===== src/hw/rtl/apr_pkg.sv =====
package apr_pkg;

	localparam int MAX_FRAMES_DEF = 128;
	localparam int PAGE_COUNT_DEF = 128;
	localparam int AGE_BITS_DEF = 12;

	localparam int PAGE_W = 7;
	localparam int FRAME_W = 7;
	localparam int COUNT_W = 32;
	localparam int ELAPSED_W = 17;
	localparam int FIU_W = 8;
	localparam int PERIOD_W = 16;
	localparam int COST_W = 8;
	localparam int CFG_IDX_W = 2;
	localparam int CFG_DATA_W = 16;

	localparam logic [ELAPSED_W-1:0] ELAPSED_MAX = '1;

	localparam logic [FIU_W-1:0] FRAMES_IN_USE_RST = 8'd100;
	localparam logic [PERIOD_W-1:0] SHIFT_PERIOD_RST = 16'd8;
	localparam logic [COST_W-1:0] HIT_COST_RST = 8'd10;
	localparam logic [COST_W-1:0] MISS_COST_RST = 8'd50;

	typedef enum logic [CFG_IDX_W-1:0] {
		CFG_FRAMES_IN_USE = 2'd0,
		CFG_SHIFT_PERIOD = 2'd1,
		CFG_HIT_COST = 2'd2,
		CFG_MISS_COST = 2'd3
	} cfg_idx_t;

	typedef struct packed {
		logic [PAGE_W-1:0] page_number;
		logic last_in_run;
	} in_t;

	typedef struct packed {
		logic fault;
		logic [FRAME_W-1:0] frame_index;
		logic evicted_valid;
		logic [PAGE_W-1:0] evicted_page;
		logic [COUNT_W-1:0] fault_total;
	} out_t;

	// request to the age unit: run one pass over all frames
	typedef struct packed {
		logic start;
		logic shift;
	} age_cmd_t;

endpackage


===== src/hw/rtl/apr_ages.sv =====
module apr_ages #(
	parameter int MAX_FRAMES = apr_pkg::MAX_FRAMES_DEF,
	parameter int AGE_BITS = apr_pkg::AGE_BITS_DEF,
	localparam int FW = $clog2(MAX_FRAMES),
	localparam int CAPW = $clog2(MAX_FRAMES + 1)
) (
	input logic clk,
	input logic arst_n,
	input apr_pkg::age_cmd_t cmd,
	input logic [CAPW-1:0] cap,
	input logic wr_en,
	input logic [FW-1:0] wr_addr,
	input logic [AGE_BITS-1:0] wr_data,
	input logic [FW-1:0] rd_addr,
	output logic [AGE_BITS-1:0] rd_data,
	output logic done,
	output logic [FW-1:0] min_frame
);

	logic [AGE_BITS-1:0] mem [MAX_FRAMES];
	logic [AGE_BITS-1:0] rd_q;
	logic [FW-1:0] mem_raddr;
	logic [AGE_BITS-1:0] aged;

	logic sweep_q;
	logic shift_q;
	logic [FW-1:0] idx_q;
	logic valid_s1;
	logic [FW-1:0] idx_s1;
	logic done_q;
	logic [AGE_BITS-1:0] best_q;
	logic [FW-1:0] min_q;

	assign mem_raddr = sweep_q ? idx_q : rd_addr;
	assign aged = shift_q ? (rd_q >> 1) : rd_q;
	assign rd_data = rd_q;
	assign done = done_q;
	assign min_frame = min_q;

	always_ff @(posedge clk) begin
		if (valid_s1 && shift_q) begin
			mem[idx_s1] <= aged;
		end else if (wr_en) begin
			mem[wr_addr] <= wr_data;
		end
		rd_q <= mem[mem_raddr];
	end

	// read runs one entry ahead of the compare and write-back
	always_ff @(posedge clk or negedge arst_n) begin
		if (!arst_n) begin
			sweep_q <= 1'b0;
			shift_q <= 1'b0;
			idx_q <= '0;
			valid_s1 <= 1'b0;
			idx_s1 <= '0;
			done_q <= 1'b0;
		end else begin
			valid_s1 <= sweep_q;
			idx_s1 <= idx_q;
			done_q <= valid_s1 && (idx_s1 == FW'(MAX_FRAMES - 1));
			if (cmd.start) begin
				sweep_q <= 1'b1;
				shift_q <= cmd.shift;
				idx_q <= '0;
			end else if (sweep_q) begin
				if (idx_q == FW'(MAX_FRAMES - 1)) begin
					sweep_q <= 1'b0;
				end else begin
					idx_q <= idx_q + FW'(1);
				end
			end
		end
	end

	// lowest age among frames below cap, first index wins ties
	always_ff @(posedge clk) begin
		if (valid_s1 && (CAPW'(idx_s1) < cap)) begin
			if ((idx_s1 == '0) || (aged < best_q)) begin
				best_q <= aged;
				min_q <= idx_s1;
			end
		end
	end

endmodule


===== config.mk =====
export PLATFORM = sky130hd
export DESIGN_NAME = apr_ages
export DESIGN_NICKNAME = d
export VERILOG_FILES = /design/src/hw/rtl/apr_pkg.sv /design/src/hw/rtl/apr_ages.sv
export SDC_FILE = /design/constraint.sdc
export NUM_CORES = 2
export LEC_CHECK = 0
export ABC_CLOCK_PERIOD_IN_PS = 6600
export BUFFER_PORTS_ARGS = -buffer_cell sky130_fd_sc_hd__buf_2
export CAP_MARGIN = 25
export CELL_PAD_IN_SITES_DETAIL_PLACEMENT = 0
export CELL_PAD_IN_SITES_GLOBAL_PLACEMENT = 1
export CORE_MARGIN = 10
export CORE_UTILIZATION = 24
export DETAILED_ROUTE_END_ITERATION = 10
export PLACE_DENSITY_LB_ADDON = 0.1
export REMOVE_ABC_BUFFERS = 1
export SETUP_SLACK_MARGIN = 0.05
export SLEW_MARGIN = 10
export SYNTH_ARGS = -nofsm -noshare
export SYNTH_HDL_FRONTEND = slang
export SYNTH_SLANG_ARGS = --single-unit

===== constraint.sdc =====
create_clock -name clk -period 6.6 [get_ports clk]
set_input_delay 0.66 -clock clk [delete_from_list [all_inputs] [get_ports clk]]
set_output_delay 0.66 -clock clk [all_outputs]
set_load 0.02 [all_outputs]

==> results.txt <==
Critical path launch point type: flop
Status: complete, no violations
Remaining Overflow, GRT: 0
CP dominant cell by count: buf_12
Die area: 0.279 sq mm
Most frequent cells after synthesis: 1555 x edfxtp_1, 426 x nand2_1, 272 x mux2i_1
Fin util: 0.285
Cell leakage power: 23.5 nW
Post-Layout Cell Count: 7380
Least-Margin Pin Slew: 1.05 ns
DP Cell Count: 7022
Synth warnings: 0
CTS Root Cell: clkbuf_16
Predominant post-synthesis flop cell: edfxtp_1
RSZ-0062 raised after global routing: false
Number of global-route vias before repair: 33800
Detail Placement HPWL: 131000 microns
CP max FO: 58
GR Util All Layers: 0.149
CTS Buffer Depth: 3
Kind of critical path: flop to flop
Die Width: 529 microns
Io pins: 59
Layout cell share with drive strength beyond 1: 0.185
WL/cell: 29.0 microns
VDD IR max: 0.000241 V
Chip height: 529 microns
CTS tree: yes
Reg clk slew, reported paths: 0.06 ns
Largest net degree at the start of global routing: 129
Core Box Area: 0.257 sq mm
Delay of the slowest critical-path stage: 0.81 ns
Worst path slowest cell: nor4_1
Most common cell in the synthesized netlist: edfxtp_1
Initial Util: 0.241
Top cells by area, synth: edfxtp_1 75%, mux4_2 5.7%, mux2i_1 4.4%
DP Worst Slack: 1.71 ns
Cell area after synthesis: 0.0621 sq mm
EDFF count, synth: 1555
Final Setup Violations: 0
CTS buffer count: 187
Final hold viol count: 0
Clk_skew: 0.0291 ns
Hold WS: 0.132 ns
Crit. End Element: flop
Post-route ant nets: 0
Input/output buffers: 58
Layout Nets: 3885
Gpl congestion: 0.753
Sinks on Clock Net: 1585
Syn_area_per_cell: 17.4 sq um
Worst EP arrival: 5.32 ns
Leading area contributor after synthesis: edfxtp_1
Power per cell area: 333 mW/mm^2
Mean number of vias per cell: 4.52
Initial antenna violation count: 19
# DRC: 0
Final wirelength: 214000 microns
Post-layout minimum cycle time: 4.65 ns
Async set or reset register ratio after synthesis: 0.0114
First-pass GRT wire length: 294000 microns
Number of fill cells: 25500
Area share of the largest cell type after synthesis: 0.752
Syn-to-layout area delta: 18.1%
Vias: 33400
Max Clk Rate: 0.215 GHz
H-tree levels: 4
Initial DRC Count: 2670
Class of the tightest hold or removal check: primary input to flop
Relative slew slack: 0.302
Cell count after synthesis: 3568
Max Cap Viol: 0
Fin. max-slew vios: 0
Total Neg Setup Slack: 0 ns
# rows: 186
Setup ws final: 1.95 ns
Cells along the critical path: buf_4, mux2_8, buf_12, buf_12, mux2i_1, o22ai_1, nor4_1, a2111oi_0, nor3_1, a211oi_1
Period utilization: 0.705
Library cells used by synthesis: 57
Seq/Total Area, Yosys: 0.763
Pre-Repair DR Iteration Count: 5
Flop and latch count out of synthesis: 1585
Worst EP required: 7.27 ns
Skew-Pair Late Insertion Delay: 0.83 ns
==> what timing repair did <==
action                    CTS  global route
hold endpoints to repair   18             0
gates resized for setup     0             0
setup buffers               0             0
hold buffers                1             0
==> layout make-up <==
| class | count | area, sq um | area share |
|---|---|---|---|
| Multi-Input combinational cell | 1760 | 13800 | 0.188 |
| Timing Repair Buffer | 270 | 2060 | 0.0280 |
| Clock buffer | 248 | 5050 | 0.0689 |
| Tap cell | 3384 | 4230 | 0.0577 |
| Inverter | 24 | 90.1 | 0.00123 |
| Antenna cell | 14 | 35.0 | 0.000478 |
| Sequential cell | 1585 | 47400 | 0.646 |
| Clock inverter | 95 | 699 | 0.00954 |
==> sequential cells by signal, summed over array words and instances (netlist names) <==
register,flops
best_q,12
valid_s1,1
mem,1536
rd_data,12
idx_q,7
idx_s1,7
shift_q,1
done,1
sweep_q,1
min_frame,7
==> routing by layer <==
| layer | up-vias | part of all wire | GRT usage |
|---|---|---|---|
| met5 | - | 0 | 0 |
| met4 | 0 | 0.026 | 0.0402 |
| met3 | 246 | 0.035 | 0.0195 |
| met2 | 639 | 0.48 | 0.245 |
| met1 | 17700 | 0.46 | 0.208 |
| li1 | 14700 | - | - |
==> stage by stage <==
stage / power (mW) / area, sq um
2_1_floorplan: 13.5 / 60900
3_3_place_gp: 15.0 / 67400
3_5_place_dp: 15.0 / 67500
4_1_cts: 24.9 / 73300
5_1_grt: 25.4 / 73300
6_report: 24.4 / 73300
==> layout by cell type, fill, tap and decap left out, types with 15 or more instances in the layout <==
cell	Yosys	routed
nor3_1	15	15
buf_4	26	194
buf_2	58	60
mux2i_1	272	269
clkinv_2	0	29
nor2_2	4	16
clkinv_1	0	47
nand3_1	122	117
o22ai_1	97	97
o221ai_1	32	32
clkbuf_1	79	50
a21oi_1	166	165
nand2_1	426	424
o21ai_0	36	36
clkbuf_16	0	190
dfrtp_1	18	18
or4_1	24	24
or3_1	15	15
a32oi_1	49	48
mux4_2	156	156
edfxtp_1	1555	1555
nor2_1	151	138
a22oi_1	24	24
inv_1	24	24
nor4_1	25	25
ha_1	18	18
==> worst max-delay path, delay by kind of cell, from the launching register on <==
family / cells / cell delay, ns
AND/OR/NAND/NOR: 2 / 1.54
buffers and inverters: 3 / 1.12
multiplexers: 2 / 0.84
AO/OA/AOI/OAI: 3 / 0.40
flip-flops: 1 / 0.32
==> cells by family (layout without fill, tap and decap cells) <==
family          after synthesis  count (layout)  share of synthesized area
fa+ha+maj                    18              18                    0.00363
simple gates                812             812                     0.0565
other cells                   0              14                          0
xor+xnor                      4               4                   0.000564
buf+inv                     223             637                     0.0203
flops                      1585            1585                      0.763
mux                         456             456                      0.106
compound gates              470             470                     0.0497
==> final timing paths <==
kind                                 startpoint                  end  slack, ns  cells past startpoint
setup / recovery              sweep_q$_DFF_PN0_   rd_data[4]$_DFF_P_       1.95                     10
hold / removal                           cmd[0]  shift_q$_DFFE_PN0P_       0.13                      2
setup reg to reg              sweep_q$_DFF_PN0_   rd_data[4]$_DFF_P_       1.95                     10
hold reg to reg            idx_q[4]$_DFFE_PN0P_  idx_s1[4]$_DFF_PN0_       0.51                      0
max in group asynchronous                arst_n  shift_q$_DFFE_PN0P_       5.70                      2
min in group asynchronous                arst_n       done$_DFF_PN0_       0.39                      2
==> where the power goes <==
group          switching [mW]  internal [mW]
Sequential             0.0921           11.9
Combinational            2.07          0.602
Clock                    4.21           5.60
Total                    6.37           18.1
(Power assumes the default switching activity.)
